### config.mk
export PLATFORM = sky130hd
export DESIGN_NAME = sbd_queue
export DESIGN_NICKNAME = d
export VERILOG_FILES = /design/src/rtl/core/sbd_queue.sv
export SDC_FILE = /design/constraint.sdc
export NUM_CORES = 1
export LEC_CHECK = 0
export BUFFER_PORTS_ARGS = -buffer_cell sky130_fd_sc_hd__buf_2
export CORE_MARGIN = 2
export CORE_UTILIZATION = 35
export DETAILED_ROUTE_END_ITERATION = 16
export PLACE_DENSITY = 0.64
export SKIP_LAST_GASP = 1
export SYNTH_ARGS = -nofsm -noshare
export SYNTH_HDL_FRONTEND = slang
export SYNTH_SLANG_ARGS = --single-unit
### constraint.sdc
create_clock -name clock -period 2.9 [get_ports clock]
set_clock_uncertainty 0.1 [all_clocks]
set_input_delay 0.58 -clock clock [delete_from_list [all_inputs] [get_ports clock]]
set_output_delay 0.58 -clock clock [all_outputs]
set_load 0.005 [all_outputs]
### src/rtl/core/sbd_queue.sv
// sbd_queue: small register FIFO between the front (classify) and back (accumulate).
// No dependencies; plain width/depth parameters.
module sbd_queue #(
   parameter int WIDTH = 64,
   parameter int DEPTH = 4,
   localparam int PTR_BITS = (DEPTH > 1) ? $clog2(DEPTH) : 1,
   localparam int CNT_BITS = $clog2(DEPTH + 1)
) (
   input  logic             clock,
   input  logic             reset,
   input  logic             push_en,
   input  logic [WIDTH-1:0] push_data,
   output logic             full,
   input  logic             pop_en,
   output logic             pop_valid,
   output logic [WIDTH-1:0] pop_data
);

   logic [WIDTH-1:0]    mem_ff [DEPTH];
   logic [PTR_BITS-1:0] wr_ptr_ff, wr_ptr_in, rd_ptr_ff, rd_ptr_in;
   logic [CNT_BITS-1:0] count_ff, count_in;

   always_comb begin
      wr_ptr_in = wr_ptr_ff;
      rd_ptr_in = rd_ptr_ff;
      count_in  = count_ff;
      if (push_en) begin
         wr_ptr_in = (wr_ptr_ff == PTR_BITS'(DEPTH - 1)) ? '0 : wr_ptr_ff + PTR_BITS'(1);
      end
      if (pop_en) begin
         rd_ptr_in = (rd_ptr_ff == PTR_BITS'(DEPTH - 1)) ? '0 : rd_ptr_ff + PTR_BITS'(1);
      end
      if (push_en && !pop_en) begin
         count_in = count_ff + CNT_BITS'(1);
      end else if (pop_en && !push_en) begin
         count_in = count_ff - CNT_BITS'(1);
      end
   end

   always_ff @(posedge clock) begin
      if (reset) begin
         wr_ptr_ff <= '0;
         rd_ptr_ff <= '0;
         count_ff  <= '0;
      end else begin
         wr_ptr_ff <= wr_ptr_in;
         rd_ptr_ff <= rd_ptr_in;
         count_ff  <= count_in;
      end
      if (push_en) begin
         mem_ff[wr_ptr_ff] <= push_data;
      end
   end

   assign full      = (count_ff == CNT_BITS'(DEPTH));
   assign pop_valid = (count_ff != '0);
   assign pop_data  = mem_ff[rd_ptr_ff];

`ifndef SYNTHESIS
   a_no_overflow: assert property (@(posedge clock) disable iff (reset)
      push_en |-> !full)
      else $error("queue push while full");

   a_no_underflow: assert property (@(posedge clock) disable iff (reset)
      pop_en |-> (count_ff != '0))
      else $error("queue pop while empty");

   a_count_range: assert property (@(posedge clock) disable iff (reset)
      count_ff <= CNT_BITS'(DEPTH))
      else $error("queue count out of range");
`endif

endmodule

# Word level (Yosys, flattened, before mapping)

Memories as Yosys holds them, arrays and structs flattened. A register that Yosys moved wholly into a read port is not among the register bits.
Cells that the tools add are included.

Reductions and logical operators: 6
$add $sub $neg: 4
Equality and inequality tests: 3
Mux-type cells: 8

Operators with widths:

| operator              | count |
|---|---|
| $mux W2               | 4 |
| $mux W3               | 2 |
| $add A2 B1 Y2 const B | 2 |
| $eq A2 B2 Y1 const B  | 2 |
| $add A3 B1 Y3 const B | 1 |
| $eq A3 B3 Y1 const B  | 1 |
| $reduce_bool A3 Y1    | 1 |
| $sub A3 B1 Y3 const B | 1 |
| $logic_and A1 B1 Y1   | 2 |
| $logic_not A1 Y1      | 2 |
| $mux W1               | 2 |
| $reduce_bool A2 Y1    | 1 |

Flip-flop bits (word level): 7
Logic and storage cells: 25
Memories: 1
Output and inout bits: 66
Bits in writable memories: 256
Bits of input ports: 68

Memory list:

| memory | words | bits a word | rd ports | clocked after memory_dff | wr ports | RTL line | RTL |
|---|---|---|---|---|---|---|---|
| mem_ff | 4     | 64          | 1        | 1                        | 1        | 19       | `logic [WIDTH-1:0] mem_ff [DEPTH];` |

# Longest topological paths before layout

Gate-level depths: netlist of run 1.

Depth in word-level cells: 4
Gate-level depth with buffers: 7
Gate-level depth less buffers: 7

# Worst setup path before layout of run 1

No wires, ideal clock.

Path type: in2reg
From: input port push_en
To: memory mem_ff[0][0], enable pin
Stages: 1
Data required time: 2.371 ns
Library setup time: 0.429 ns
Slack: 0.285 ns
Data arrival time: 2.087 ns
Cell sequence: and2_1

Longest elaborated chain between the ends: 2

Ends and longest elaborated chain:

| item                          | RTL line | RTL |
|---|---|---|
| from (decl)                   | 11       | `input logic push_en,` |
| $mux W1                       | 50       | `if (push_en) begin` |
| $mux W1 (not written as such) | 51       | `mem_ff[wr_ptr_ff] <= push_data;` |
| to (decl)                     | 19       |  |

No other way between the ends.

==> out/metrics.yaml, run 1 <==
run_status: "completed"
numCtsBuffers: 27
die_w_um: 171
end_kind: "primary output"
start_util_pct: 35.3
drv_cap: 0
slew_violations: 0
ys_types: 19
cts_tree: "built"
cts_resized: 0
die_y_um: 171
p_leak_nw: 3.98
cts.clk_slew.worst_paths_ns: 0.06
drt-wirelength-per-cell_um: 19.3
rsz0062_at_grt: "no"
htree_levels: 1
holdBufCountCts: 0
worstHoldPathType: "in2reg"
postCtsSetupRepairBufs: 0
crit_fanout: 33
hold_depth: 1
ios: 134
fin_util_pct: 42.7
cts-root-buf: "clkbuf_16"
post_dp_cell_area_sq_um: 10900
rr_worst_depth: 4
tns_ns: 0
hpwl_mm: 11.1
synth_area_leaders: "edfxtp_1 (79%), mux4_2 (14%), dfxtp_1 (1.8%)"
yosys_warnings: 0
clock_latency_ns: 0.52
pre_cts_ws_ns: 0.703
hold_start: "push_data[55]"
finalHoldViolations: 0
synth_flop_cell: "edfxtp_1"
synthCells: 378
synth_top_area_share_pct: 78.8
die_area_sq_um: 29200
critPathBufInv: 2
core-area_sq_um: 27600
fillCellCount: 2433
cp.required_ns: 2.22
grt_start_max_net_pins: 40
port_buffers: 133
syn_area_sq_um: 9750
finish.instance_area_sq_um: 11800
min_period_ns: 2.62
syn_nets: 453
path_cells: "buf_12 > mux4_1 > buf_2"
cp_data_arrival_time_ns: 1.94
grtUsageTotal_pct: 12.5
setup_viol: 0
worstMarginPinSlew_ns: 0.572
yosys-top-cells-count: "edfxtp_1 (256), mux4_2 (60), dfxtp_1 (9), nor2_1 (7)"
path_class: "reg2out"
route.detailed.drc: 0
synth.most_common_cell: "edfxtp_1"
ff2ff_setup_slack_ns: 1.03
cpPeakStageDelay_ns: 0.60
num_rows: 61
nets: 615
pwr_density_cell_nw_per_um2: 713
r2r-start: "wr_ptr_ff[1]"
drive_above_1_share_pct: 45.1
antenna_found_initial: 1
ir_drop_mv: 0.359
area_growth_pct: 20.9
path_delay_family: "multiplexers"
synth_top_area_cell: "edfxtp_1"
cts.path.max_buffers: 3
gp_congestion: 0.693
ys_seq_elements: 265
cts.sinks: 265
clock.fmax_mhz: 382
ys_async_sr_fraction_pct: 0
start_kind: "flip-flop"
grt_pass1_vias: 4862
hold-path-endpoint: "mem_ff[2][55]"
totalWireLength_mm: 18.1
max_slew_margin_pct: 61.9
drtAntennaViolNets: 0
setup_ws_ns: 0.283
vias: 4420
post-route-period-util_pct: 90.3
via_per_inst: 4.71
dr.pass1.iters: 6
slowest_stage: "mux4_1"
r2r-end: "mem_ff[1][18]"
grt_pass1_wl_mm: 27.4
synth_edf_count: 256
drtIter0Drc: 270
synth_seq_area_share_pct: 80.7
grt-ovfl-total: 0
syn_avg_cell_area_sq_um: 25.8
[worst max path at each step]
stage                         start      endpoint  slack (ns)  cells past startpoint
after floorplan             push_en  mem_ff[0][0]        0.28                      1
after global placement       pop_en   count_ff[2]        0.72                      8
after detailed placement     pop_en   count_ff[2]        0.70                      8
after CTS                 flip-flop  pop_data[56]        0.22                      3
after global routing      flip-flop  pop_data[45]        0.18                      3
final                     flip-flop  pop_data[56]        0.28                      3
[cells by family after synthesis]
group / after synthesis / share of synthesized area, %
flops: 265 / 80.7
mux: 68 / 15.3
buf+inv: 18 / 1.86
simple gates: 15 / 0.808
fa+ha+maj: 7 / 0.975
compound gates: 3 / 0.154
xor+xnor: 2 / 0.180
[cell usage in the layout, fill, tap and decap left out, types with 6 or more instances in the layout]
master and count:
clkbuf_16 27, buf_12 7, nor2_1 7, clkinv_2 7
buf_2 133, ha_1 6, dfxtp_1 7, mux4_2 60
edfxtp_1 256, clkinv_1 6, buf_4 7
[per-stage QoR]
step	cells	hold WS, ns	total power [mW]
after global placement	889	0.390	5.19
after detailed placement	889	0.408	5.22
after CTS	937	0.137	8.55
final	938	0.168	8.41
after global routing	937	0.145	8.75
after floorplan	378	0.355	4.89
[worst register-to-register path, stage by stage (launching register included)]
cell	delay [ns]
dfxtp_1	0.34
inv_1	0.09
ha_1	0.17
and2_4	0.52
buf_12	0.31
[flip-flops by register name (all words and copies together) (netlist names), named ones only]
register   cells
count_ff       3
mem_ff       256
rd_ptr_ff      2
wr_ptr_ff      2
[power by group]
part / total, mW / switching, mW / internal (mW)
clock: 3.30 / 1.34 / 1.96
combinational: 0.683 / 0.347 / 0.336
sequential: 4.43 / 0.0453 / 4.38
total: 8.41 / 1.73 / 6.68
[metal layers]
| metal | routed length [um] | global-route usage [%] |
|---|---|---|
| met2 | 9050 | 21.5 |
| met4 | 365 | 3.39 |
| met3 | 1020 | 2.78 |
| met1 | 7650 | 16.1 |
| met5 | 0 | 0 |
[layout make-up]
cell class                 instances  area (sq um)  share of cell area (%)
tap                              378           473                    4.01
inverter                           4          15.0                   0.127
antenna                            1          2.50                  0.0212
multi-input combinational         95          1710                    14.5
timing repair buffer             147           858                    7.28
clock inverter                    18           164                    1.39
sequential                       265          7880                    66.8
clock buffer                      30           687                    5.83
(Power assumes the default switching activity.)
==> run 2, diff against run 1 <==
- BUFFER_PORTS_ARGS: -buffer_cell sky130_fd_sc_hd__buf_2 -> not set
- DONT_BUFFER_PORTS: not set -> 1
- PLACE_DENSITY: 0.64 -> 0.6
- REMOVE_ABC_BUFFERS: not set -> 1
==> out/metrics.yaml, run 2 (synthesis results as in run 1) <==
run_status: "completed"  # unchanged
largest_reg_flops: 256  # unchanged
cts_resized: 0  # unchanged
worstMarginPinSlew_ns: 0.464  # was 0.572 ns
setup_ws_ns: 0.335  # was 0.283 ns
internal_power_mw: 6.64  # was 6.68 mW
vias: 3862  # was 4420
grt_pass1_vias: 4206  # was 4862
cts.clk_slew.worst_paths_ns: 0.06  # about the same
m1WireLength_mm: 6.55  # was 7.65 mm
top_register: "mem_ff"  # unchanged
post_dp_cell_area_sq_um: 10200  # was 10900 sq um
cts.sinks: 265  # unchanged
num_rows: 61  # unchanged
wl_met3_mm: 1.77  # was 1.02 mm
pre_cts_ws_ns: 0.830  # was 0.703 ns
top_layer: "met4"  # unchanged
die_y_um: 171  # unchanged
core-area_sq_um: 27600  # unchanged
grtUsageTotal_pct: 11.8  # was 12.5%
antenna_found_initial: 0  # was 1
post-route-period-util_pct: 88.4  # was 90.3%
path_class: "reg2out"  # unchanged
nets: 476  # was 615
grt_start_max_net_pins: 44  # was 40
dr.pass1.iters: 6  # unchanged
final_cell_mix: "edfxtp_1 (256), mux4_2 (60), clkbuf_16 (27)"  # was edfxtp_1 (256), buf_2 (133), mux4_2 (60)
tns_ns: 0  # unchanged
port_buffers: 0  # was 133
cts-root-buf: "clkbuf_16"  # unchanged
drtIter0Drc: 242  # was 270
cts_tree: "built"  # unchanged
totalWireLength_mm: 17.4  # was 18.1 mm
antenna_cells: 0  # was 1
cts.path.max_buffers: 3  # unchanged
rsz0062_at_grt: "no"  # unchanged
seq_power_share_pct: 53.7  # was 52.7%
met2_length_mm: 8.68  # was 9.05 mm
crit_fanout: 36  # was 33
via_per_inst: 4.83  # was 4.71
p_sw_share_pct: 19.7  # was 20.6%
ios: 134  # unchanged
pwr_density_cell_nw_per_um2: 746  # was 713 nW/um^2
clock.fmax_mhz: 390  # was 382 MHz
finish.instance_area_sq_um: 11100  # was 11800 sq um
end_kind: "primary output"  # unchanged
start_util_pct: 35.3  # unchanged
worstHoldPathType: "in2reg"  # unchanged
p_clk_share_pct: 40.5  # was 39.2%
fin_util_pct: 40.2  # was 42.7%
drive_above_1_share_pct: 25.7  # was 45.1%
max_slew_margin_pct: 69.1  # was 61.9%
slew_violations: 0  # unchanged
die_area_sq_um: 29200  # unchanged
grt_pass1_wl_mm: 25.7  # was 27.4 mm
drtAntennaViolNets: 0  # unchanged
reg_top3: "mem_ff (256), count_ff (3)"  # unchanged
power.share.combinational_pct: 5.8  # was 8.1%
gp_congestion: 0.671  # was 0.693
grt-ovfl-total: 0  # unchanged
hpwl_mm: 10.3  # was 11.1 mm
p_leak_nw: 3.42  # was 3.98 nW
route.detailed.drc: 0  # unchanged
htree_levels: 1  # unchanged
drv_cap: 0  # unchanged
setup_viol: 0  # unchanged
area_growth_pct: 13.8  # was 20.9%
finalHoldViolations: 0  # unchanged
ir_drop_mv: 0.366  # was 0.359 mV
numCtsBuffers: 27  # unchanged
clock_latency_ns: 0.52  # about the same
cp_data_arrival_time_ns: 1.89  # was 1.94 ns
min_period_ns: 2.57  # was 2.62 ns
cp.required_ns: 2.22  # about the same
layout_commonest_cell: "edfxtp_1"  # unchanged
die_w_um: 171  # unchanged
p_sw_mw: 1.63  # was 1.73 mW
drt-wirelength-per-cell_um: 21.7  # was 19.3 um
start_kind: "flip-flop"  # unchanged
[run 2: cell types whose count changed in the layout (fill, tap and decap cells not counted)]
cell,before,now
clkinv_4,1,0
clkbuf_8,0,2
buf_4,7,0
clkinv_2,7,2
clkbuf_1,3,10
inv_8,0,1
buf_2,133,0
clkinv_1,6,4
diode_2,1,0
clkinvlp_4,1,0
dlygate4sd3_1,0,1
[run 2: stage by stage]
stage               hold slack, ns  power (mW)  cells
floorplan                    0.355        4.87    364
global placement             0.384        5.00    749
detailed placement           0.394        5.03    749
CTS                       0.000272        8.39    799
global route               0.00251        8.58    799
finish                      0.0325        8.27    799
[run 2: area by class of cell]
cell class,instances,area [sq um]
clock buffers,39,741
well taps,378,473
inverters,4,15.0
repair buffers,8,150
flip-flops and latches,265,7880
multi-input cells,95,1710
clock inverters,10,126
fillers,2460,16500
[run 2: critical path: stages, from the launching register on]
cell and delay, ns:
dfxtp_4 0.64, buf_12 0.29, mux4_2 0.39
[run 2: power by group through the flow]
stage | Sequential [mW] | Clock (mW) | Combinational, mW
after floorplan | 4.55 | 0 | 0.322
after global placement | 4.51 | 0 | 0.490
after detailed placement | 4.53 | 0 | 0.499
after CTS | 4.45 | 3.44 | 0.503
after global routing | 4.46 | 3.59 | 0.527
final | 4.44 | 3.35 | 0.479
[run 2: repair_timing]
item / 4_1_cts / 5_1_grt
hold buffers: 1 / 0
endpoints found under the hold margin: 1 / 0
setup buffers: 0 / 0
[run 2: worst paths after layout]
kind,start,to,slack (ns),cells after the start
setup reg to reg,wr_ptr_ff[0],mem_ff[3][53],1.07,3
hold / removal,reset,count_ff[1],0.03,1
hold reg to reg,count_ff[2],count_ff[2],0.41,2
setup / recovery,flip-flop,pop_data[24],0.33,2
[run 2: per-layer routing]
metal  GRT usage, %  up-vias
met5              0        -
met4           3.46        0
met3           5.16       28
met2           20.4      131
met1           13.3     2042
li1               -     1661
