<file path="src/rtl/core/sbd_pkg.sv">
// sbd_pkg: shared constants, register codes and types of the box downsampler.
// No dependencies; the divider, front, back and top modules import it.
package sbd_pkg;

   // Fixed field and register widths
   localparam int ACC_BITS       = 24;
   localparam int FACTOR_BITS    = 5;
   localparam int IN_CHANS_BITS  = 13;
   localparam int CSR_DATA_BITS  = 13;
   localparam int CSR_INDEX_BITS = 2;
   localparam int FACTOR_LIMIT   = (1 << FACTOR_BITS) - 1;

   // Register reset values
   localparam int FACTOR_RESET   = 1;
   localparam int IN_CHANS_RESET = 4096;

   // Parameter defaults
   localparam int MAX_CHANS_DEFAULT   = 4096;
   localparam int SAMPLE_BITS_DEFAULT = 16;
   localparam int MAX_FACTOR_DEFAULT  = 16;

   // Front to back queue depth (power of two)
   localparam int QUEUE_DEPTH = 4;

   typedef enum logic [CSR_INDEX_BITS-1:0] {
      CSR_TIME_FACTOR = 2'd0,
      CSR_CHAN_FACTOR = 2'd1,
      CSR_IN_CHANS    = 2'd2
   } csr_index_type;

   typedef enum logic {
      DIV_IDLE,
      DIV_RUN
   } div_state_type;

   typedef struct packed {
      logic busy;
      logic done;
   } div_status_type;

endpackage

</file>
<file path="src/rtl/core/sbd_divider.sv">
// sbd_divider: two-lane restoring divider, one quotient bit per cycle, shared divisor.
// Depends on sbd_pkg (state and status types).
module sbd_divider #(
   parameter int NUM_BITS = 13,
   parameter int DEN_BITS = 5,
   localparam int CNT_BITS = (NUM_BITS > 1) ? $clog2(NUM_BITS) : 1
) (
   input  logic                        clock,
   input  logic                        reset,
   input  logic                        start,
   input  logic [NUM_BITS-1:0]         num_a,
   input  logic [NUM_BITS-1:0]         num_b,
   input  logic [DEN_BITS-1:0]         den,
   output sbd_pkg::div_status_type     status,
   output logic [NUM_BITS-1:0]         quo_a,
   output logic [NUM_BITS-1:0]         quo_b,
   output logic [DEN_BITS-1:0]         rem_b
);

   import sbd_pkg::*;

   div_state_type       state_ff, state_in;
   logic [CNT_BITS-1:0] cnt_ff, cnt_in;
   logic                done_ff, done_in;
   logic [NUM_BITS-1:0] num_a_ff, num_a_in, num_b_ff, num_b_in;
   logic [DEN_BITS-1:0] rem_a_ff, rem_a_in, rem_b_ff, rem_b_in;

   logic [DEN_BITS:0]   trial_a, trial_b;
   logic                ge_a, ge_b;
   logic [NUM_BITS-1:0] shift_a, shift_b;
   logic [DEN_BITS-1:0] step_rem_a, step_rem_b;

   // one restoring step per lane: shift in the next dividend bit, subtract if it fits
   always_comb begin
      trial_a    = {rem_a_ff, num_a_ff[NUM_BITS-1]};
      trial_b    = {rem_b_ff, num_b_ff[NUM_BITS-1]};
      ge_a       = trial_a >= {1'b0, den};
      ge_b       = trial_b >= {1'b0, den};
      step_rem_a = ge_a ? DEN_BITS'(trial_a - {1'b0, den}) : DEN_BITS'(trial_a);
      step_rem_b = ge_b ? DEN_BITS'(trial_b - {1'b0, den}) : DEN_BITS'(trial_b);
      shift_a    = (num_a_ff << 1) | NUM_BITS'(ge_a);
      shift_b    = (num_b_ff << 1) | NUM_BITS'(ge_b);
   end

   always_ff @(posedge clock) begin
      if (reset) begin
         state_ff <= DIV_IDLE;
         done_ff  <= 1'b0;
      end else begin
         state_ff <= state_in;
         done_ff  <= done_in;
      end
      cnt_ff   <= cnt_in;
      num_a_ff <= num_a_in;
      num_b_ff <= num_b_in;
      rem_a_ff <= rem_a_in;
      rem_b_ff <= rem_b_in;
   end

   always_comb begin
      state_in = state_ff;
      done_in  = 1'b0;
      cnt_in   = cnt_ff;
      num_a_in = num_a_ff;
      num_b_in = num_b_ff;
      rem_a_in = rem_a_ff;
      rem_b_in = rem_b_ff;
      if (start) begin
         // a restart drops any division in flight
         state_in = DIV_RUN;
         cnt_in   = '0;
         num_a_in = num_a;
         num_b_in = num_b;
         rem_a_in = '0;
         rem_b_in = '0;
      end else begin
         unique case (state_ff)
            DIV_IDLE: begin
            end
            DIV_RUN: begin
               num_a_in = shift_a;
               num_b_in = shift_b;
               rem_a_in = step_rem_a;
               rem_b_in = step_rem_b;
               cnt_in   = cnt_ff + CNT_BITS'(1);
               if (cnt_ff == CNT_BITS'(NUM_BITS - 1)) begin
                  state_in = DIV_IDLE;
                  done_in  = 1'b1;
               end
            end
            default: begin
               state_in = DIV_IDLE;
            end
         endcase
      end
   end

   assign status.busy = (state_ff == DIV_RUN);
   assign status.done = done_ff;
   assign quo_a       = num_a_ff;
   assign quo_b       = num_b_ff;
   assign rem_b       = rem_b_ff;

`ifndef SYNTHESIS
   a_done_after_run: assert property (@(posedge clock) disable iff (reset)
      done_ff |-> $past(state_ff == DIV_RUN))
      else $error("divider done without a run");

   a_start_runs: assert property (@(posedge clock) disable iff (reset)
      start |=> (state_ff == DIV_RUN))
      else $error("divider did not start");

   a_rem_below_den: assert property (@(posedge clock) disable iff (reset)
      (state_ff == DIV_RUN) && !start |-> (rem_a_ff < den) && (rem_b_ff < den))
      else $error("partial remainder not below divisor");
`endif

endmodule

</file>
<file path="config.mk">
export PLATFORM = sky130hd
export DESIGN_NAME = sbd_divider
export DESIGN_NICKNAME = d
export VERILOG_FILES = /design/src/rtl/core/sbd_pkg.sv /design/src/rtl/core/sbd_divider.sv
export SDC_FILE = /design/constraint.sdc
export NUM_CORES = 1
export LEC_CHECK = 0
export BUFFER_PORTS_ARGS = -buffer_cell sky130_fd_sc_hd__buf_2
export CORE_ASPECT_RATIO = 0.9
export CORE_MARGIN = 5
export CORE_UTILIZATION = 46
export CTS_CLUSTER_DIAMETER = 60
export DETAILED_ROUTE_END_ITERATION = 10
export PLACE_DENSITY_LB_ADDON = 0.1
export SLEW_MARGIN = 20
export SYNTH_ARGS = -nofsm -noshare
export SYNTH_HDL_FRONTEND = slang
export SYNTH_SLANG_ARGS = --single-unit
</file>
<file path="constraint.sdc">
create_clock -name clock -period 2.3 [get_ports clock]
set_input_delay 0.46 -clock clock [delete_from_list [all_inputs] [get_ports clock]]
set_output_delay 0.46 -clock clock [all_outputs]
set_load 0.02 [all_outputs]
</file>
Word-level counts from Yosys, hierarchy flattened
Index checks and enable logic that the tools add are counted.
- multipliers: 0
- reductions and logical operators: 2
- divide/modulo/power cells: 0
- shifts and indexed selects: 0
- eq/ne operators: 1
- add/sub/neg operators: 3
- $lt $le $gt $ge: 2
- muxes and demuxes: 10
- bitwise operators: 3
- operators with widths (kind ; count):
    $mux W13 ; 4
    $or A13 B1 Y13 ; 2
    $ge A6 B5 Y1 ; 2
    $mux W5 ; 2
    $sub A5 B5 Y5 ; 2
    $add A4 B1 Y4 const B ; 1
    $eq A4 B4 Y1 const B ; 1
    $mux W1 ; 4
    $reduce_or A3 Y1 ; 1
    $reduce_bool A2 Y1 ; 1
    $not A1 Y1 ; 1
- memories: 0
- bits of input ports: 34
- output and inout port bits: 33
- RAM bits: 0
- word-level logic and storage cells: 28
- ROM bits: 0
- register bits after elaboration: 42
- bits in latches: 0

Depth between registers and ports, before layout
Gate-level depths: netlist of the first run.
- depth in word-level cells: 4
- mapped depth: 10
- mapped depth without buffers: 9

Worst setup path before layout of the first run
No wires, ideal clock.
- kind: flip-flop to flip-flop
- start point: reg num_a_ff[12] (netlist: quo_a[12])
- end point: reg num_a_ff[0] (netlist: quo_a[0]), data pin
- data required time: 2040 ps
- library setup time: 260 ps
- clock period less this slack: 2552 ps
- stages on the path, launching flop included: 10
- data arrival time: 2292 ps
- buffers on the path: 1
- slack: -252 ps
- cell sequence: edfxtp_1 -> inv_1 -> ha_1 -> inv_1 -> fa_1 -> a211oi_2 -> nor2_1 -> or4_1 -> buf_6 -> mux2_2
- cells in the longest elaborated chain, start to end: 4
- ends and longest elaborated chain (what ; RTL line ; text):
    from (decl) ; sbd_divider.sv:25 ; logic [NUM_BITS-1:0] num_a_ff, num_a_in, num_b_ff, num_b_in;
    from (signal assigned) ; sbd_divider.sv:54 ; num_a_ff <= num_a_in;
    $ge A6 B5 Y1 ; sbd_divider.sv:37 ; ge_a = trial_a >= {1'b0, den};
    $or A13 B1 Y13 ; sbd_divider.sv:41 ; shift_a = (num_a_ff << 1) | NUM_BITS'(ge_a);
    $mux W13 ; sbd_divider.sv:77 ; unique case (state_ff)
    $mux W13 ; sbd_divider.sv:68 ; if (start) begin
    net num_a_in[0] ; sbd_divider.sv:25 ;
The timed path passes the listed nets, and every way through them passes these cells. The select of a mux whose other input is x is not followed.
A chain may end at the register's enable or synchronous reset.

Worst setup path after layout of the first run
Same ends and word-level chain as after synthesis.

==> impl_metrics.yaml, run 1 <==
outcome:
  status: "complete, but fails checks"
  violations: "setup timing"
route:
  drt_pass1_iterations: 4
  drc: 0
  drtIter0Drc: 40
  vias_per_cell: 4.884
  vias: 1597
  postRouteAntennaNets: 0
  routedWlPerCell_um: 14.04
  routed_wl_um: 4590
logic_synthesis:
  yosysSeqAreaShare_pct: 51.28
  yosys.area_share.simple_pct: 9.149
  synth_mux_area_share_pct: 16.84
  synth_fa_ha_area_share_pct: 8.858
  synth_top_family_by_area: "multiplexers"
  ys_types: 35
  avgSynthCellArea_um2: 12.06
  synthXorXnorAreaFrac_pct: 2.855
  ys_warn_count: 0
  syn_inst: 178
  synthArstFlopShare_pct: 0
  synth_area_um2: 2147
  synth_edf_count: 26
  dominantRegCellSynth: "edfxtp_1"
  syn-num-nets: 226
  synth-seq-cells: 42
  synth_compound_area_share_pct: 6.993
timing:
  hold_viol: 0
  rsz0062_at_grt: "yes"
  min_period_ns: 2.310
  final_max_slew_viol_count: 0
  max_clock_freq_mhz: 432.9
  fin_ws_ns: -0.009849
  setup_viol_count_final: 1
  finalSetupTns_ns: -0.009849
  clock-skew-final_ns: 0.002028
  tightest_slew_ns: 0.6056
  relSlewSlack_pct: 59.48
  fin_crit_sh_pct: 100.4
final_layout:
  drive_gt1_share_pct: 47.92
  fin_nets: 312
  layout_common_cells: "buf_2 (66), edfxtp_1 (26), mux2_2 (25), buf_4 (20), dfxtp_1 (16)"
  fin_util_pct: 61.68
  syn_to_final_growth_pct: 28.96
  diodes: 0
  final_common_cell: "buf_2"
flow_run:
  cap_violations: 0
clocking:
  cts_tree: "yes"
  clock_latency_ns: 0.29
  cts_buffer_depth: 2
  cts_made_buffers: 5
  clk_pin_slew_ns: 0.08
  htreeDepth: 2
  hold_buffers: 0
  cts_sinks: 42
  clock-root-buffer: "clkbuf_8"
worst_setup_path:
  worst-path-max-fanout: 6
  worst-setup-path-type: "flip-flop to flip-flop"
  cp.required_ns: 2.35
  start_kind: "flip-flop"
  cp-end-kind: "flip-flop"
  arrival_ns: 2.36
floorplanning:
  fp.dieH_um: 74.82
  core_area_um2: 4489
  die_area_um2: 6136
  start_util_pct: 47.83
  die_width_um: 82.02
  rows: 23
  io_pins: 67
placement:
  hpwl_um: 3497
  io_buffer_count: 66
  place_ws_ns: -0.2259
  gp_congestion: 0.8667
power_and_ir_drop:
  powerDensity_nw_per_um2: 673.9
  total_power_mw: 1.866
  p_leak_nw: 1.247
  max-vdd-ir-drop_mv: 0.3728
global_route:
  antenna_found_initial: 0
  track_usage_pct: 15.60
  grt_max_degree: 27
  grt_overflow: 0
  grt_pass1_wl_um: 7210
  grt_pass1_vias: 1570
worst_hold_path:
  min_path_type: "input pin to flip-flop"
## power breakdown
part           switching (mW)  internal [mW]  total, mW
registers              0.0400          0.881      0.921
logic                   0.253          0.230      0.483
clock network           0.254          0.208      0.462
## metrics by stage
step           cell area [um^2]  hold slack [ns]  std cells
5_1_grt                    2769           0.3400        327
2_1_floorplan              2150           0.4230        178
4_1_cts                    2744           0.3253        325
3_3_place_gp               2655           0.4570        317
3_5_place_dp               2655           0.4559        317
6_report                   2769           0.3345        327
## kinds of logic after synthesis
| logic type | after synthesis |
|---|---|
| AO/OA/AOI/OAI | 23 |
| XOR/XNOR | 7 |
| AND/OR/NAND/NOR | 40 |
| flip-flops | 42 |
| adder cells (fa/ha/maj) | 14 |
| buffers and inverters | 19 |
| multiplexers | 33 |
## per-layer routing
metal  GRT usage [%]  routed length, um
met5               0                  0
met4           4.428                 23
met3           3.469                282
met2           26.73               2244
met1           19.91               2040
## path summary, 6_finish.rpt
check | slack (ns) | start | depth (start not counted) | end
setup reg to reg | -0.01 | quo_a[12]$_DFFE_PP_ | 8 | quo_a[0]$_DFFE_PP_
hold reg to reg | 0.48 | rem_a_ff[4]$_SDFFE_PP0P_ | 2 | rem_a_ff[4]$_SDFFE_PP0P_
hold / removal | 0.33 | reset | 2 | state_ff$_SDFF_PP0_
setup / recovery | -0.01 | quo_a[12]$_DFFE_PP_ | 8 | quo_a[0]$_DFFE_PP_
## cells in the mapped netlist, types with 5 or more instances
library cell / count / area (um^2)
mux2i_1: 8 / 80.08
inv_1: 11 / 41.29
ha_1: 12 / 150.1
nand2_1: 10 / 37.54
nor2_1: 15 / 56.30
dfxtp_1: 16 / 320.3
edfxtp_1: 26 / 780.8
o21ai_0: 5 / 25.02
xor2_1: 6 / 52.55
mux2_2: 25 / 281.5
## what timing repair did
action,4_1_cts,5_1_grt
resized for setup,1,4
buffers inserted,0,2
endpoints found under the setup margin,6,6
hold endpoints to repair,0,0
## state kept, by name, indices dropped and copies added, names as in the netlist
signal	flops
state_ff	1
quo_b	13
done_ff	1
rem_a_ff	5
cnt_ff	4
rem_b	5
quo_a	13
## final cells by class
class / count / area, um^2
Clock buffer: 5 / 68.82
Clock inverter: 3 / 16.27
Fill cell: 404 / 1720
Inverter: 11 / 41.29
Multi-Input combinational cell: 117 / 972.2
Sequential cell: 42 / 1101
Tap cell: 62 / 77.57
Timing Repair Buffer: 87 / 491.7
## critical path: stages (launching register included)
cell      delay (ns)
edfxtp_1        0.39
inv_1           0.07
ha_2            0.17
inv_2           0.04
fa_2            0.34
a211oi_2        0.18
nor2_1          0.08
or4_4           0.53
mux2_2          0.28
No activity file was read; power rests on OpenSTA's default activity.
==> run 2, diff against run 1 <==
CORE_MARGIN = default   (was 5)
==> run 2 against run 1 <==
The flow still finishes with violations (setup timing). Critical path depth unchanged. Combinational power shrank 3%. Non-clock buffer count down 5. Sequential share of layout area up 0.29 points. Register-to-register slack worse by 0.05 ns. Cell area is 0.72% lower. Clock skew rose by 0.0064 ns.
==> impl_metrics.yaml, run 2 (synthesis results as in run 1) <==
outcome:
  violations: "setup timing"
  status: "complete, but fails checks"
timing:
  setup_viol_count_final: 5
  tightest_slew_ns: 0.6326
  final_max_slew_viol_count: 0
  fin_crit_sh_pct: 102.4
  finalSetupTns_ns: -0.2323
  hold_viol: 0
  relSlewSlack_pct: 57.67
  max_clock_freq_mhz: 424.5
  fin_ws_ns: -0.05575
  rsz0062_at_grt: "yes"
  clock-skew-final_ns: 0.008425
  min_period_ns: 2.356
clocking:
  cts_sinks: 42
  cts_tree: "yes"
  htreeDepth: 2
  cts_made_buffers: 5
  clock-root-buffer: "clkbuf_8"
  clock_latency_ns: 0.30
  hold_buffers: 0
  clk_pin_slew_ns: 0.09
  cts_buffer_depth: 2
global_route:
  track_usage_pct: 17.96
  top_usage_layer: "met2"
  grt_pass1_wl_um: 6403
  grtUsageMet1_pct: 24.32
  grt_util_met2_pct: 26.25
  grt_util_met3_pct: 5.295
  grt_overflow: 0
  antenna_found_initial: 0
  grt_max_degree: 32
  grt_pass1_vias: 1356
worst_hold_path:
  min_path_type: "input pin to flip-flop"
route:
  routed_wl_um: 4274
  vias: 1593
  postRouteAntennaNets: 0
  drc: 0
  drtIter0Drc: 70
  vias_per_cell: 4.947
  routedWlPerCell_um: 13.27
  drt_pass1_iterations: 4
floorplanning:
  die_area_um2: 4945
  die_width_um: 74.02
  io_pins: 67
  rows: 23
  core_area_um2: 4461
  fp.dieH_um: 66.82
  start_util_pct: 48.13
final_layout:
  fill_cells: 367
  fin_nets: 307
  fin_util_pct: 61.63
  diodes: 0
  final_common_cell: "buf_2"
  layout_common_cells: "buf_2 (66), edfxtp_1 (26), mux2_2 (25), dfxtp_1 (16), nor2_1 (15)"
  syn_to_final_growth_pct: 28.03
  drive_gt1_share_pct: 46.92
placement:
  io_buffer_count: 66
  hpwl_um: 3099
  place_ws_ns: -0.2128
  gp_congestion: 0.9018
worst_setup_path:
  worst-setup-path-type: "flip-flop to flip-flop"
  arrival_ns: 2.41
  cp-end-kind: "flip-flop"
  start_kind: "flip-flop"
  worst-path-max-fanout: 5
  cp.required_ns: 2.36
power_and_ir_drop:
  p_leak_nw: 1.232
  powerDensity_nw_per_um2: 680.1
  max-vdd-ir-drop_mv: 0.3818
flow_run:
  cap_violations: 0
==> run 2: final timing paths <==
kind	cells after the start	endpoint	slack, ns	from
worst min-delay path	2	state_ff$_SDFF_PP0_	0.33	reset
worst max register to register	8	quo_a[0]$_DFFE_PP_	-0.06	quo_a[12]$_DFFE_PP_
worst min register to register	2	rem_a_ff[4]$_SDFFE_PP0P_	0.46	rem_a_ff[4]$_SDFFE_PP0P_
worst max-delay path	8	quo_a[0]$_DFFE_PP_	-0.06	quo_a[12]$_DFFE_PP_
==> run 2: critical path: stages (launching register included) <==
cell and delay, ns:
edfxtp_1 0.43, inv_1 0.08, ha_1 0.14, inv_1 0.05
fa_2 0.34, a211oi_2 0.17, nor2_1 0.09, or4_4 0.53
mux2_2 0.28
==> run 2: report_power, final <==
part	switching [mW]	internal [mW]
clock	0.265	0.213
combinational	0.247	0.220
sequential	0.0430	0.881
==> run 2: cell type report <==
class	instances	area, um^2	share of cell area, %
clock buffer	5	68.82	2.503
clock inverter	3	21.27	0.7738
inverter	11	41.29	1.502
multi-input combinational	117	972.2	35.37
sequential	42	1101	40.05
tap	62	77.57	2.822
timing repair buffer	82	466.7	16.98
==> run 2: what timing repair did <==
action / in CTS / in global routing
endpoints found under the setup margin: 6 / 9
buffers inserted: 1 / 0
resized for setup: 2 / 2
pin swaps: 0 / 1
cloned: 0 / 0
==> run 2: per-stage QoR <==
stage                     hold slack (ns)  total power [mW]  cells  instance area, um^2
after global routing               0.3156             1.972    322                 2749
after detailed placement           0.4430             1.398    313                 2638
after CTS                          0.3188             1.890    322                 2743
after global placement             0.4402             1.397    313                 2638
after floorplan                    0.4230             1.236    178                 2150
final                              0.3277             1.870    322                 2749
==> run 2: routing by layer <==
metal	wire (um)	part of all wire [%]	vias to the layer above
met4	74	1.7	0
li1	-	-	801
met5	0	0	-
met3	221	5.2	7
met2	1974	46	47
met1	2005	47	738
