--- config.mk ---
export PLATFORM = sky130hd
export DESIGN_NAME = sbd_front
export DESIGN_NICKNAME = d
export VERILOG_FILES = /design/src/rtl/core/sbd_pkg.sv /design/src/rtl/core/sbd_front.sv
export SDC_FILE = /design/constraint.sdc
export NUM_CORES = 1
export LEC_CHECK = 0
export BUFFER_PORTS_ARGS = -buffer_cell sky130_fd_sc_hd__buf_2
export CORE_ASPECT_RATIO = 1.25
export CORE_UTILIZATION = 35
export DETAILED_ROUTE_END_ITERATION = 7
export SYNTH_ARGS = -nofsm -noshare
export SYNTH_HDL_FRONTEND = slang
export SYNTH_SLANG_ARGS = --single-unit
--- constraint.sdc ---
create_clock -name clock -period 4.1 [get_ports clock]
set_clock_uncertainty 0.15 [all_clocks]
set_input_delay 0.615 -clock clock [delete_from_list [all_inputs] [get_ports clock]]
set_output_delay 0.615 -clock clock [all_outputs]
set_load 0.01 [all_outputs]
--- src/rtl/core/sbd_pkg.sv ---
// sbd_pkg: shared constants, register codes and types of the box downsampler.
// No dependencies; the divider, front, back and top modules import it.
package sbd_pkg;

   // Fixed field and register widths
   localparam int ACC_BITS       = 24;
   localparam int FACTOR_BITS    = 5;
   localparam int IN_CHANS_BITS  = 13;
   localparam int CSR_DATA_BITS  = 13;
   localparam int CSR_INDEX_BITS = 2;
   localparam int FACTOR_LIMIT   = (1 << FACTOR_BITS) - 1;

   // Register reset values
   localparam int FACTOR_RESET   = 1;
   localparam int IN_CHANS_RESET = 4096;

   // Parameter defaults
   localparam int MAX_CHANS_DEFAULT   = 4096;
   localparam int SAMPLE_BITS_DEFAULT = 16;
   localparam int MAX_FACTOR_DEFAULT  = 16;

   // Front to back queue depth (power of two)
   localparam int QUEUE_DEPTH = 4;

   typedef enum logic [CSR_INDEX_BITS-1:0] {
      CSR_TIME_FACTOR = 2'd0,
      CSR_CHAN_FACTOR = 2'd1,
      CSR_IN_CHANS    = 2'd2
   } csr_index_type;

   typedef enum logic {
      DIV_IDLE,
      DIV_RUN
   } div_state_type;

   typedef struct packed {
      logic busy;
      logic done;
   } div_status_type;

endpackage

--- src/rtl/core/sbd_front.sv ---
// sbd_front: config registers, channel/row position tracking, channel-group sums.
// Emits one accumulate op per closed channel group. Depends on sbd_pkg.
module sbd_front #(
   parameter int MAX_CHANS   = sbd_pkg::MAX_CHANS_DEFAULT,
   parameter int SAMPLE_BITS = sbd_pkg::SAMPLE_BITS_DEFAULT,
   parameter int MAX_FACTOR  = sbd_pkg::MAX_FACTOR_DEFAULT,
   localparam int CHAN_BITS  = (MAX_CHANS > 1) ? $clog2(MAX_CHANS) : 1,
   localparam int NC_BITS    = $clog2(MAX_CHANS + 1),
   localparam int FCT_CAP    = (MAX_FACTOR < sbd_pkg::FACTOR_LIMIT) ?
                               MAX_FACTOR : sbd_pkg::FACTOR_LIMIT,
   localparam int FCT_BITS   = $clog2(FCT_CAP + 1),
   localparam int OP_BITS    = CHAN_BITS + 2 * sbd_pkg::ACC_BITS + 3
) (
   input  logic                                clock,
   input  logic                                reset,
   input  logic                                csr_we,
   input  logic [sbd_pkg::CSR_INDEX_BITS-1:0]  csr_index,
   input  logic [sbd_pkg::CSR_DATA_BITS-1:0]   csr_wdata,
   input  logic                                req_valid,
   output logic                                req_stall,
   input  logic signed [SAMPLE_BITS-1:0]       req_sample_re,
   input  logic signed [SAMPLE_BITS-1:0]       req_sample_im,
   output logic                                div_start,
   output logic [NC_BITS-1:0]                  div_num_a,
   output logic [NC_BITS-1:0]                  div_num_b,
   output logic [FCT_BITS-1:0]                 div_den,
   input  sbd_pkg::div_status_type             div_status,
   input  logic [NC_BITS-1:0]                  div_quo_a,
   input  logic [NC_BITS-1:0]                  div_quo_b,
   input  logic [FCT_BITS-1:0]                 div_rem_b,
   input  logic                                q_full,
   output logic                                push_en,
   output logic [OP_BITS-1:0]                  push_data
);

   import sbd_pkg::*;

   localparam int K_BITS = (FCT_CAP > 1) ? $clog2(FCT_CAP) : 1;

   typedef struct packed {
      logic [CHAN_BITS-1:0]       oc;
      logic signed [ACC_BITS-1:0] re;
      logic signed [ACC_BITS-1:0] im;
      logic                       use_acc;
      logic                       last_row;
      logic                       row_end;
   } op_type;

   // config
   logic [FACTOR_BITS-1:0]   tf_ff, tf_in, cf_ff, cf_in;
   logic [IN_CHANS_BITS-1:0] nc_ff, nc_in;
   logic [FCT_BITS-1:0]      tf_c, cf_c;
   logic [NC_BITS-1:0]       nc_c;

   // resync after a config write
   logic start_ff, resync_ff, resync_in;

   // position state
   logic [CHAN_BITS-1:0]       chan_pos_ff, chan_pos_in, oc_ff, oc_in;
   logic [K_BITS-1:0]          k_ff, k_in, phase_ff, phase_in;
   logic [NC_BITS-1:0]         nout_ff, nout_in;
   logic signed [ACC_BITS-1:0] grp_re_ff, grp_re_in, grp_im_ff, grp_im_in;

   logic                       accept, in_range, k_last, last_row, row_done, row_end;
   logic [FCT_BITS-1:0]        ph_inc;
   logic signed [ACC_BITS-1:0] s_re, s_im, gsum_re, gsum_im;
   op_type                     op;

   // factor 0 acts as 1, above the cap acts as the cap; same for channel count
   always_comb begin
      priority if (tf_ff == '0) begin
         tf_c = FCT_BITS'(1);
      end else if (int'(tf_ff) > FCT_CAP) begin
         tf_c = FCT_BITS'(FCT_CAP);
      end else begin
         tf_c = FCT_BITS'(tf_ff);
      end
      priority if (cf_ff == '0) begin
         cf_c = FCT_BITS'(1);
      end else if (int'(cf_ff) > FCT_CAP) begin
         cf_c = FCT_BITS'(FCT_CAP);
      end else begin
         cf_c = FCT_BITS'(cf_ff);
      end
      priority if (nc_ff == '0) begin
         nc_c = NC_BITS'(1);
      end else if (int'(nc_ff) > MAX_CHANS) begin
         nc_c = NC_BITS'(MAX_CHANS);
      end else begin
         nc_c = NC_BITS'(nc_ff);
      end
   end

   always_comb begin
      tf_in = tf_ff;
      cf_in = cf_ff;
      nc_in = nc_ff;
      if (csr_we) begin
         unique case (csr_index)
            CSR_TIME_FACTOR: tf_in = csr_wdata[FACTOR_BITS-1:0];
            CSR_CHAN_FACTOR: cf_in = csr_wdata[FACTOR_BITS-1:0];
            CSR_IN_CHANS:    nc_in = csr_wdata[IN_CHANS_BITS-1:0];
            default: begin
            end
         endcase
      end
   end

   assign accept    = req_valid && !req_stall;
   assign req_stall = resync_ff || q_full;

   // classify the current sample
   always_comb begin
      s_re     = ACC_BITS'(req_sample_re);
      s_im     = ACC_BITS'(req_sample_im);
      in_range = NC_BITS'(oc_ff) < nout_ff;
      k_last   = FCT_BITS'(k_ff) == (cf_c - FCT_BITS'(1));
      ph_inc   = FCT_BITS'(phase_ff) + FCT_BITS'(1);
      last_row = ph_inc >= tf_c;
      row_done = (NC_BITS'(chan_pos_ff) + NC_BITS'(1)) >= nc_c;
      row_end  = (NC_BITS'(oc_ff) + NC_BITS'(1)) == nout_ff;
      gsum_re  = (k_ff == '0) ? s_re : grp_re_ff + s_re;
      gsum_im  = (k_ff == '0) ? s_im : grp_im_ff + s_im;
   end

   always_comb begin
      op.oc       = oc_ff;
      op.re       = gsum_re;
      op.im       = gsum_im;
      op.use_acc  = (phase_ff != '0);
      op.last_row = last_row;
      op.row_end  = row_end;
   end

   assign push_en   = accept && in_range && k_last;
   assign push_data = OP_BITS'(op);

   // position update, and reload of quotient/remainder after a resync
   always_comb begin
      chan_pos_in = chan_pos_ff;
      oc_in       = oc_ff;
      k_in        = k_ff;
      phase_in    = phase_ff;
      nout_in     = nout_ff;
      grp_re_in   = grp_re_ff;
      grp_im_in   = grp_im_ff;
      if (accept) begin
         if (in_range) begin
            grp_re_in = gsum_re;
            grp_im_in = gsum_im;
         end
         if (row_done) begin
            chan_pos_in = '0;
            oc_in       = '0;
            k_in        = '0;
            phase_in    = last_row ? '0 : K_BITS'(ph_inc);
         end else begin
            chan_pos_in = chan_pos_ff + CHAN_BITS'(1);
            if (k_last) begin
               k_in  = '0;
               oc_in = oc_ff + CHAN_BITS'(1);
            end else begin
               k_in = k_ff + K_BITS'(1);
            end
         end
      end
      if (div_status.done) begin
         nout_in = div_quo_a;
         oc_in   = CHAN_BITS'(div_quo_b);
         k_in    = K_BITS'(div_rem_b);
      end
   end

   always_comb begin
      resync_in = resync_ff;
      if (csr_we) begin
         resync_in = 1'b1;
      end else if (div_status.done) begin
         resync_in = 1'b0;
      end
   end

   always_ff @(posedge clock) begin
      if (reset) begin
         tf_ff       <= FACTOR_BITS'(FACTOR_RESET);
         cf_ff       <= FACTOR_BITS'(FACTOR_RESET);
         nc_ff       <= IN_CHANS_BITS'(IN_CHANS_RESET);
         start_ff    <= 1'b0;
         resync_ff   <= 1'b0;
         chan_pos_ff <= '0;
         oc_ff       <= '0;
         k_ff        <= '0;
         phase_ff    <= '0;
         nout_ff     <= (IN_CHANS_RESET > MAX_CHANS) ? NC_BITS'(MAX_CHANS)
                                                     : NC_BITS'(IN_CHANS_RESET);
         grp_re_ff   <= '0;
         grp_im_ff   <= '0;
      end else begin
         tf_ff       <= tf_in;
         cf_ff       <= cf_in;
         nc_ff       <= nc_in;
         start_ff    <= csr_we;
         resync_ff   <= resync_in;
         chan_pos_ff <= chan_pos_in;
         oc_ff       <= oc_in;
         k_ff        <= k_in;
         phase_ff    <= phase_in;
         nout_ff     <= nout_in;
         grp_re_ff   <= grp_re_in;
         grp_im_ff   <= grp_im_in;
      end
   end

   assign div_start = start_ff;
   assign div_num_a = nc_c;
   assign div_num_b = NC_BITS'(chan_pos_ff);
   assign div_den   = cf_c;

`ifndef SYNTHESIS
   a_write_stalls: assert property (@(posedge clock) disable iff (reset)
      csr_we |=> req_stall)
      else $error("input not stalled after config write");

   a_k_below_factor: assert property (@(posedge clock) disable iff (reset)
      !resync_ff |-> (FCT_BITS'(k_ff) < cf_c))
      else $error("group position not below channel factor");

   a_oc_le_pos: assert property (@(posedge clock) disable iff (reset)
      !resync_ff |-> (oc_ff <= chan_pos_ff))
      else $error("output channel beyond channel position");

   a_busy_stalls: assert property (@(posedge clock) disable iff (reset)
      div_status.busy |-> req_stall)
      else $error("input open while divider busy");
`endif

endmodule

Yosys cells after proc, flatten, opt, wreduce, memory -nomap -nowiden
Index checks and enable logic that the tools add are counted.
- word-level logic and storage cells: 71
- output and inout bits: 97
- input bits: 85
- bits in registers: 118
- eq/ne operators: 4
- order comparisons: 6
- muxes and demuxes: 20
- add/subtract/negate cells: 9
- reduce and logical (&&, ||, !) cells: 20
- operator list (cell ; count):
    $mux W12 ; 5
    $add A24 B16 Y24 ; 2
    $mux W24 ; 2
    $add A12 B1 Y13 const B ; 2
    $mux W13 ; 2
    $add A12 B1 Y12 const B ; 2
    $mux W4 ; 5
    $mux W5 ; 4
    $eq A13 B13 Y1 ; 1
    $ge A13 B13 Y1 ; 1
    $gt A13 B13 Y1 const B ; 1
    $logic_not A13 Y1 ; 1
    $lt A12 B13 Y1 ; 1
    $reduce_and A2 Y1 ; 6
    $gt A5 B5 Y1 const B ; 2
    $logic_not A5 Y1 ; 2
    $add A4 B1 Y5 const B ; 1
    $eq A4 B5 Y1 ; 1
    $ge A5 B5 Y1 ; 1
    $sub A5 B1 Y5 const B ; 1
    $add A4 B1 Y4 const B ; 1
    $logic_not A4 Y1 ; 1
    $reduce_bool A2 Y1 ; 2
    $reduce_bool A4 Y1 ; 1
    other kinds (8) ; 11

Depth between registers and ports, before layout
Gate-level depths: netlist of the first run.
- word-level depth: 9
- gate-level depth with buffers: 17

Worst setup path before layout of the first run
OpenSTA, ideal clock, no wires.
- path type: flip-flop to flip-flop
- start point: reg chan_pos_ff[0]
- end point: reg oc_ff[10]
- arrival: 3280 ps
- data required time: 3822 ps
- setup slack: 543 ps
- setup time: 128 ps
- period minus slack after synthesis: 3557 ps
- stages on the path, launching flop included: 17
- buffers on the path: 0
- cells stage by stage: dfxtp_1 -> ha_1 -> and3_1 -> and3_1 -> and3_1 -> and3_1 -> xor2_1 -> ha_1 -> a21oi_1 -> nor2b_1 -> o21ai_0 -> nand2_1 -> a211o_1 -> o21a_1 -> nor2_2 -> mux2i_1 -> nor2_1
- longest elaborated chain between the ends: 5
- elaborated cells between the ends (all ways): 7
- ends and longest elaborated chain (element ; line ; source):
    start, declared ; sbd_front.sv:59 ; logic [CHAN_BITS-1:0] chan_pos_ff, chan_pos_in, oc_ff, oc_in;
    start signal, assigned ; sbd_front.sv:204 ; chan_pos_ff <= chan_pos_in;
    $add A12 B1 Y13 (*) ; sbd_front.sv:120 ; row_done = (NC_BITS'(chan_pos_ff) + NC_BITS'(1)) >= nc_c;
    $ge A13 B13 Y1 (*) ; sbd_front.sv:120 ;
    $mux W12 ; sbd_front.sv:152 ; if (row_done) begin
    $mux W12 ; sbd_front.sv:147 ; if (accept) begin
    $mux W12 ; sbd_front.sv:167 ; if (div_status.done) begin
    end signal, assigned ; sbd_front.sv:205 ; oc_ff <= oc_in;
    end, declared ; sbd_front.sv:59 ;
Every way passes the cells marked *; elsewhere a longest branch is shown, timed or not. The select of a mux whose other input is x is not followed.
A chain may end at the register's enable or synchronous reset.

Final worst setup path of the first run
- start point: reg grp_im_ff[0]
- end point: out push_data[11]
- longest elaborated chain between the ends: 2
- ends and longest elaborated chain (element ; line ; source):
    start, declared ; sbd_front.sv:62 ; logic signed [ACC_BITS-1:0] grp_re_ff, grp_re_in, grp_im_ff, grp_im_in;
    start signal, assigned ; sbd_front.sv:210 ; grp_im_ff <= grp_im_in;
    $add A24 B16 Y24 ; sbd_front.sv:123 ; gsum_im = (k_ff == '0) ? s_im : grp_im_ff + s_im;
    $mux W24 ; sbd_front.sv:123 ;
    end, declared ; sbd_front.sv:33 ; output logic [OP_BITS-1:0] push_data
No other way between the ends.

==> results of run 1 <==
==> logic make-up (layout without fill, tap and decap cells) <==
group,count (synthesis),count (layout),share of synthesized area [%]
AND/OR/NAND/NOR,424,424,22.23
AO/OA/AOI/OAI,271,271,19.44
XOR/XNOR,74,74,7.343
flip-flops,118,118,26.77
adder cells (fa/ha/maj),85,85,12.22
buffers and inverters,117,287,5.259
other,1,1,0.04249
multiplexers,59,59,6.705
==> per-layer routing <==
layer | global-route usage (%) | wire length (µm) | vias up
met5 | 0 | 13 | -
met4 | 7.106 | 478 | 2
met3 | 5.647 | 1574 | 36
met2 | 33.24 | 11570 | 183
met1 | 22.00 | 10400 | 3888
li1 | - | - | 4332
==> synth_stat cells, types with 8 or more instances <==
cell type                    n
sky130_fd_sc_hd__nor2_1    149
sky130_fd_sc_hd__nand2_1   130
sky130_fd_sc_hd__dfxtp_1   118
sky130_fd_sc_hd__a21oi_1    98
sky130_fd_sc_hd__ha_1       83
sky130_fd_sc_hd__inv_1      61
sky130_fd_sc_hd__mux2i_1    58
sky130_fd_sc_hd__o21ai_0    46
sky130_fd_sc_hd__clkbuf_1   40
sky130_fd_sc_hd__xnor2_1    40
sky130_fd_sc_hd__xor2_1     34
sky130_fd_sc_hd__a21o_1     24
sky130_fd_sc_hd__and3_1     24
sky130_fd_sc_hd__nand3_1    22
sky130_fd_sc_hd__nor3_1     21
sky130_fd_sc_hd__o21a_1     15
sky130_fd_sc_hd__nand3b_1   13
sky130_fd_sc_hd__a211oi_1   11
sky130_fd_sc_hd__nor2b_1    11
sky130_fd_sc_hd__a31oi_1    10
sky130_fd_sc_hd__nor3b_1     9
sky130_fd_sc_hd__buf_2       8
sky130_fd_sc_hd__o31ai_1     8
==> critical path: cells and delay by family, from the launching register on <==
kind | cells | cell delay [ps]
buffers and inverters | 2 | 260
and+or+nand+nor | 2 | 280
DFF | 1 | 340
AOI/OAI and AO/OA | 6 | 1190
adders and majority gates | 2 | 600
==> placed cells by master, fill, tap and decap left out, types with 22 or more instances in the layout <==
cell                      synthesis  final
sky130_fd_sc_hd__nand2_1        130    129
sky130_fd_sc_hd__inv_1           61     61
sky130_fd_sc_hd__ha_1            83     82
sky130_fd_sc_hd__dfxtp_1        118    117
sky130_fd_sc_hd__nand3_1         22     22
sky130_fd_sc_hd__buf_2            8    175
sky130_fd_sc_hd__nor2_1         149    149
sky130_fd_sc_hd__xor2_1          34     34
sky130_fd_sc_hd__o21ai_0         46     44
sky130_fd_sc_hd__a21oi_1         98     97
sky130_fd_sc_hd__and3_1          24     22
sky130_fd_sc_hd__xnor2_1         40     39
sky130_fd_sc_hd__a21o_1          24     24
sky130_fd_sc_hd__mux2i_1         58     58
==> power breakdown <==
part | switching, W | internal [W]
logic | 0.000748 | 0.000569
registers | 0.0000697 | 0.00124
clock network | 0.000568 | 0.000953
==> area by class of cell <==
| class | count | share of cell area, % |
|---|---|---|
| repair buffers | 194 | 9.972 |
| multi-input cells | 914 | 56.50 |
| well taps | 330 | 3.853 |
| flip-flops and latches | 118 | 22.06 |
| clock buffers | 23 | 4.554 |
| inverters | 61 | 2.137 |
| clock inverters | 9 | 0.9225 |
==> flip-flops by register name (all words and copies together) (netlist names), 5 cells and up <==
name and count:
grp_re_ff 24, cf_ff 5, grp_im_ff 24, tf_ff 5, chan_pos_ff 12, nc_ff 13, oc_ff 12, nout_ff 13
==> what timing repair did <==
| item | 4_1_cts | 5_1_grt |
|---|---|---|
| gates resized for setup | 0 | 15 |
| setup buffers | 0 | 0 |
| endpoints found under the setup margin | 0 | 33 |
| hold buffers | 0 | 0 |
==> worst max-delay path by stage <==
stage	startpoint	to	slack, ps	depth (start not counted)
floorplan	chan_pos_ff[0]	oc_ff[10]	540	16
global placement	req_sample_im[0]	push_data[25]	100	14
detailed placement	req_sample_im[0]	push_data[25]	80	14
CTS	grp_im_ff[0]	push_data[25]	30	13
global route	grp_im_ff[0]	push_data[11]	6	12
finish	grp_im_ff[0]	push_data[11]	240	12
==> metrics by stage <==
step / total power, W / utilization (%) / cells
final: 0.004144 / 43.59 / 1649
after global routing: 0.004417 / 43.59 / 1649
after CTS: 0.004192 / 43.37 / 1649
after detailed placement: 0.002643 / 40.98 / 1617
after global placement: 0.002632 / 40.98 / 1617
after floorplan: 0.002244 / - / 1149
==> run_results.csv, run 1 <==
group,metric,value,unit
run_status,status,"completed",
sta,rsz0062_at_grt,"false",
route,drtIter0Drc,360,
sta,worst_slew_margin_rel,31.22,%
synthesis,post_synthesis_mean_instance_area,7.681,µm²
synthesis,synth_area,8826,µm²
synthesis,synthesis.yosys.warnings,0,
sta,worst-slew-pin-transition,1032,ps
min_path,hold-path-cell-count,2,
min_path,start_point_of_the_worst_hold_path,"div_quo_a[12]",
clock_network,htree_num_levels,4,
clock_network,tritoncts_clock_tree,"built",
route,drt.antenna.violating_nets,0,
clock_network,clk_latency,430,ps
placement,gp_routability_congestion,0.8271,
synthesis,largest_cells_by_area_after_synthesis,"sky130_fd_sc_hd__dfxtp_1 (27%), sky130_fd_sc_hd__ha_1 (12%), sky130_fd_sc_hd__mux2i_1 (6.6%)",
min_path,min_path_type,"in2reg",
pwr,cellLeakagePower,5.069,nW
critical_path,endpoint_kind,"output pin",
die,io-pin-count,182,
route,routed_wire_length_per_instance,14.58,µm
critical_path,critical_path.startpoint_type,"flop",
critical_path,worst-setup-path-type,"reg2out",
global_route,grt_first_pass_wirelength,39470,µm
route,drtPass1Iterations,4,
route,drt_wl_total,24040,µm
critical_path,worstPathArrival,3090,ps
final_layout,area.sequential,2364,µm²
min_path,worstHoldEndpoint,"nout_ff[12]",
placement,dpl_cell_area,10070,µm²
critical_path,worst_path_largest_cell_delay,410,ps
synthesis,asyncSetResetFlopFracSynth,0,%
synthesis,number_of_enable_flip_flop_cells_after_synthesis,0,
critical_path,worstPathCellList,"ha_1, inv_1, fa_1, and2b_2, o21a_1, o21ai_1, a21bo_2, a21boi_0, o21a_1, nor3_1, o31ai_1, buf_2",
global_route,grt-ovfl-total,0,
route,total_vias_in_the_final_route,8441,
global_route,grt_start_max_net_pins,63,
pwr,power-per-cell-area,386.7,nW/µm²
route,remaining_drc_errors,0,
sta,finalWorstSetupSlack,242.5,ps
clock_network,cts_buffers,17,
sta,fmaxAchievable,259.2,MHz
route,route.detailed.vias_per_inst,5.119,
sta,final.period_utilization,94.08,%
sta,timing_hold_violations_final,0,
global_route,gr-usage-all-layers,19.23,%
final_layout,multi_input_area,6055,µm²
clock_network,clock_tree.buffer_depth,2,
die,die_width,144.0,µm
clock_network,numClockSinks,118,
placement,setup_slack_at_placement,83.05,ps
sta,post-route-min-period,3857,ps
final_layout,postLayoutCellArea,10720,µm²
sta,timing_max_transition_violations_final,0,
critical_path,worstPathMaxFanout,3,
placement,io_buffers,177,
placement,hpwl_after_dpl,17940,µm
synthesis,post-synth-top-area-fraction,26.76,%
final_layout,fill_cells,2548,
critical_path,crit_path_frequent_cell,"sky130_fd_sc_hd__o21a_1",
sta,sum_neg_setup_slack,0,ps
synthesis,synth_top_cell_by_area,"sky130_fd_sc_hd__dfxtp_1",
global_route,grt_antenna_before_repair,1,
final_layout,layout-area-overhead-vs-synth,21.41,%
die,num_rows,64,
synthesis,seq_area_frac_synth,26.76,%
pwr,peakVddDrop,285.8,µV
critical_path,ff2ff_path_depth,15,
final_layout,share_of_cells_above_drive_strength_1,19.48,%
synthesis,synth_nets,1319,
die,die_height,179.5,µm
global_route,via_count_of_the_first_global_routing_pass,8144,
sta,fin_hold_ws,240.3,ps
die,coreArea,24580,µm²
sta,final_count_of_negative_setup_slack_endpoints,0,
synthesis,netlist_instances,1149,
die,design.die.area,25860,µm²
critical_path,r2r_slack,330,ps
final_layout,antenna_diode_instance_count,0,
die,floorplan.initialDensity,35.90,%
critical_path,crit-reg2reg-launch,"chan_pos_ff[2]",
synthesis,postSynthRegisterBits,118,
clock_network,clk_pin_slew,60,ps
critical_path,cpMaxStageDelayCell,"sky130_fd_sc_hd__fa_1",
final_layout,net_count_of_the_finished_layout,1476,
synthesis,synth.distinct_cells,73,
critical_path,r2r-end,"oc_ff[3]",
clock_network,root_buffer,"sky130_fd_sc_hd__clkbuf_16",
job,maxCapViolations,0,
synthesis,synth_ff_type,"sky130_fd_sc_hd__dfxtp_1",
critical_path,worst_ep_required,3340,ps
(Power assumes the default switching activity.)
==> run 2, diff against run 1 <==
Settings changed: CTS_BUF_LIST from default to sky130_fd_sc_hd__clkbuf_4.
==> run 2 against run 1 <==
Compared with the run above:
- combinational power is 3% higher
- first-iteration DRC count is 14% lower
- die area stayed put
- routed wire length is 0.37% higher
- core utilization down 0.77 points
- power shrank 15%
- maximum frequency down 0.97%
- clock-buffer cell count decreased by 4
- largest power group is now combinational logic
- largest cell class unchanged
- global-route usage fell by 0.099 points
==> run_results.csv, run 2 (synthesis gave the netlist of run 1 again) <==
group,metric,value,unit
run_status,status,"completed",
clock_network,clk_latency,580,ps
route,routed_wire_length_per_instance,14.59,µm
critical_path,r2r_slack,310,ps
final_layout,finalCoreUtilization,42.81,%
clock_network,cts_buffers,17,
critical_path,worst_setup_path_startpoint,"grp_re_ff[0]",
placement,setup_slack_at_placement,83.05,ps
critical_path,worstPathMaxFanout,4,
sta,worst_slew_margin_rel,30.88,%
min_path,start_point_of_the_worst_hold_path,"csr_wdata[12]",
placement,hpwl_after_dpl,17940,µm
critical_path,ff2ff_path_depth,15,
clock_network,clock_tree.buffer_depth,2,
placement,dpl_cell_area,10070,µm²
die,io-pin-count,182,
sta,timing_max_transition_violations_final,0,
critical_path,cpMaxStageDelayCell,"sky130_fd_sc_hd__or3_4",
die,floorplan.initialDensity,35.90,%
die,die_height,179.5,µm
die,design.die.area,25860,µm²
critical_path,worstPathCellList,"ha_2, inv_1, fa_2, nor2b_1, o21a_1, o21ai_2, a21oi_2, or3_4, nand2_2, nor2_1, a2111o_1, nand3_1, nand2_1, buf_2",
sta,post-route-min-period,3895,ps
final_layout,net_count_of_the_finished_layout,1477,
route,total_vias_in_the_final_route,8493,
min_path,min_path_type,"in2reg",
route,drtPass1Iterations,5,
final_layout,finalNonFillerCells,1653,
placement,placedCellCount,1617,
critical_path,crit-reg2reg-launch,"chan_pos_ff[2]",
route,remaining_drc_errors,0,
sta,timing_hold_violations_final,0,
clock_network,numClockSinks,118,
sta,finalWorstSetupSlack,204.9,ps
sta,final_count_of_negative_setup_slack_endpoints,0,
global_route,via_count_of_the_first_global_routing_pass,8129,
critical_path,worst-setup-path-type,"reg2out",
final_layout,layout-area-overhead-vs-synth,19.25,%
pwr,cellLeakagePower,4.944,nW
global_route,grt-ovfl-total,0,
route,drtIter0Drc,309,
placement,io_buffers,177,
clock_network,cts-hold-fix-buffers,0,
critical_path,timing.critical_path.to,"push_data[45]",
critical_path,worst_ep_required,3340,ps
die,num_rows,64,
critical_path,worst_path_largest_cell_delay,390,ps
final_layout,final_common_cell,"sky130_fd_sc_hd__buf_2",
die,coreArea,24580,µm²
sta,final.period_utilization,95.00,%
min_path,hold-path-cell-count,2,
critical_path,r2r-end,"oc_ff[3]",
sta,fin_hold_ws,85.32,ps
clock_network,clk_pin_slew,120,ps
final_layout,share_of_cells_above_drive_strength_1,21.36,%
clock_network,root_buffer,"sky130_fd_sc_hd__clkbuf_4",
pwr,peakVddDrop,159.9,µV
critical_path,endpoint_kind,"output pin",
global_route,gr-usage-all-layers,19.13,%
route,route.detailed.vias_per_inst,5.138,
route,drt_wl_total,24130,µm
pwr,power-per-cell-area,332.9,nW/µm²
placement,gp_routability_congestion,0.8271,
critical_path,critical_path.startpoint_type,"flop",
clock_network,tritoncts_clock_tree,"built",
global_route,grt_start_max_net_pins,63,
clock_network,htree_num_levels,4,
critical_path,worstPathArrival,3130,ps
final_layout,postLayoutCellArea,10530,µm²
die,die_width,144.0,µm
final_layout,layout_top_registers,"grp_im_ff: 24 flops, grp_re_ff: 24 flops",
sta,worst-slew-pin-transition,1037,ps
final_layout,layout_common_cells,"sky130_fd_sc_hd__buf_2 (174), sky130_fd_sc_hd__nor2_1 (149), sky130_fd_sc_hd__nand2_1 (129)",
global_route,grt_antenna_before_repair,3,
job,maxCapViolations,0,
route,drt.antenna.violating_nets,0,
sta,fmaxAchievable,256.7,MHz
global_route,grt_first_pass_wirelength,39420,µm
final_layout,fill_cells,2571,
[run 2: cell count changes in the layout (fill, tap and decap cells not counted), moves of 3 or more]
| cell | change |
|---|---|
| sky130_fd_sc_hd__a21oi_1 | -4 |
| sky130_fd_sc_hd__a21oi_2 | +4 |
| sky130_fd_sc_hd__clkbuf_16 | -17 |
| sky130_fd_sc_hd__clkbuf_4 | +19 |
| sky130_fd_sc_hd__clkbuf_8 | -4 |
| sky130_fd_sc_hd__clkinv_1 | +4 |
| sky130_fd_sc_hd__dfxtp_1 | -4 |
| sky130_fd_sc_hd__dfxtp_2 | +3 |
| sky130_fd_sc_hd__diode_2 | +3 |
| sky130_fd_sc_hd__ha_1 | -3 |
| sky130_fd_sc_hd__ha_2 | +3 |
[run 2: how the worst min path moves through the flow]
stage,endpoint,slack [ps]
final,nc_ff[12],90
after global routing,nc_ff[12],20
after CTS,nc_ff[12],30
after detailed placement,cf_ff[0],300
after global placement,cf_ff[0],300
after floorplan,nc_ff[0],290
[run 2: repair_timing]
action / in CTS / in global routing
pin swaps: 2 / 14
setup endpoints to repair: 7 / 41
cloned: 0 / 0
buffers inserted: 0 / 1
gates resized for setup: 6 / 45
[run 2: critical path, delay by kind of cell (launching register included)]
family | cells | cell delay [ps]
buffers and inverters | 2 | 220
AO/OA/AOI/OAI | 4 | 820
AND/OR/NAND/NOR | 6 | 800
flip-flops | 1 | 340
adder cells (fa/ha/maj) | 2 | 370
[run 2: final cells by class]
| class | instances | area (µm²) | share of cell area [%] |
|---|---|---|---|
| flip-flops and latches | 118 | 2371 | 22.53 |
| diodes | 3 | 7.507 | 0.07133 |
| repair buffers | 195 | 1082 | 10.28 |
| multi-input cells | 914 | 6166 | 58.58 |
| clock inverters | 13 | 113.9 | 1.082 |
| well taps | 330 | 412.9 | 3.923 |
| clock buffers | 19 | 142.6 | 1.355 |
| inverters | 61 | 229.0 | 2.175 |
[run 2: routing by layer]
metal	part of all wire, %	GRT usage (%)
met1	43	22.04
met2	48	33.18
met3	6.6	6.100
met4	1.6	5.660
met5	0.054	0
[run 2: power breakdown]
part	total (W)	switching (W)	internal (W)
Clock	0.000843	0.000482	0.000361
Combinational	0.00136	0.000768	0.000589
Sequential	0.00130	0.0000697	0.00123
Total	0.00350	0.00132	0.00218
[run 2: metrics by stage]
stage | setup TNS, ps | power, W
after floorplan | 0 | 0.002244
after global placement | 0 | 0.002632
after detailed placement | 0 | 0.002643
after CTS | 0 | 0.003519
after global routing | -23.39 | 0.003782
final | 0 | 0.003504
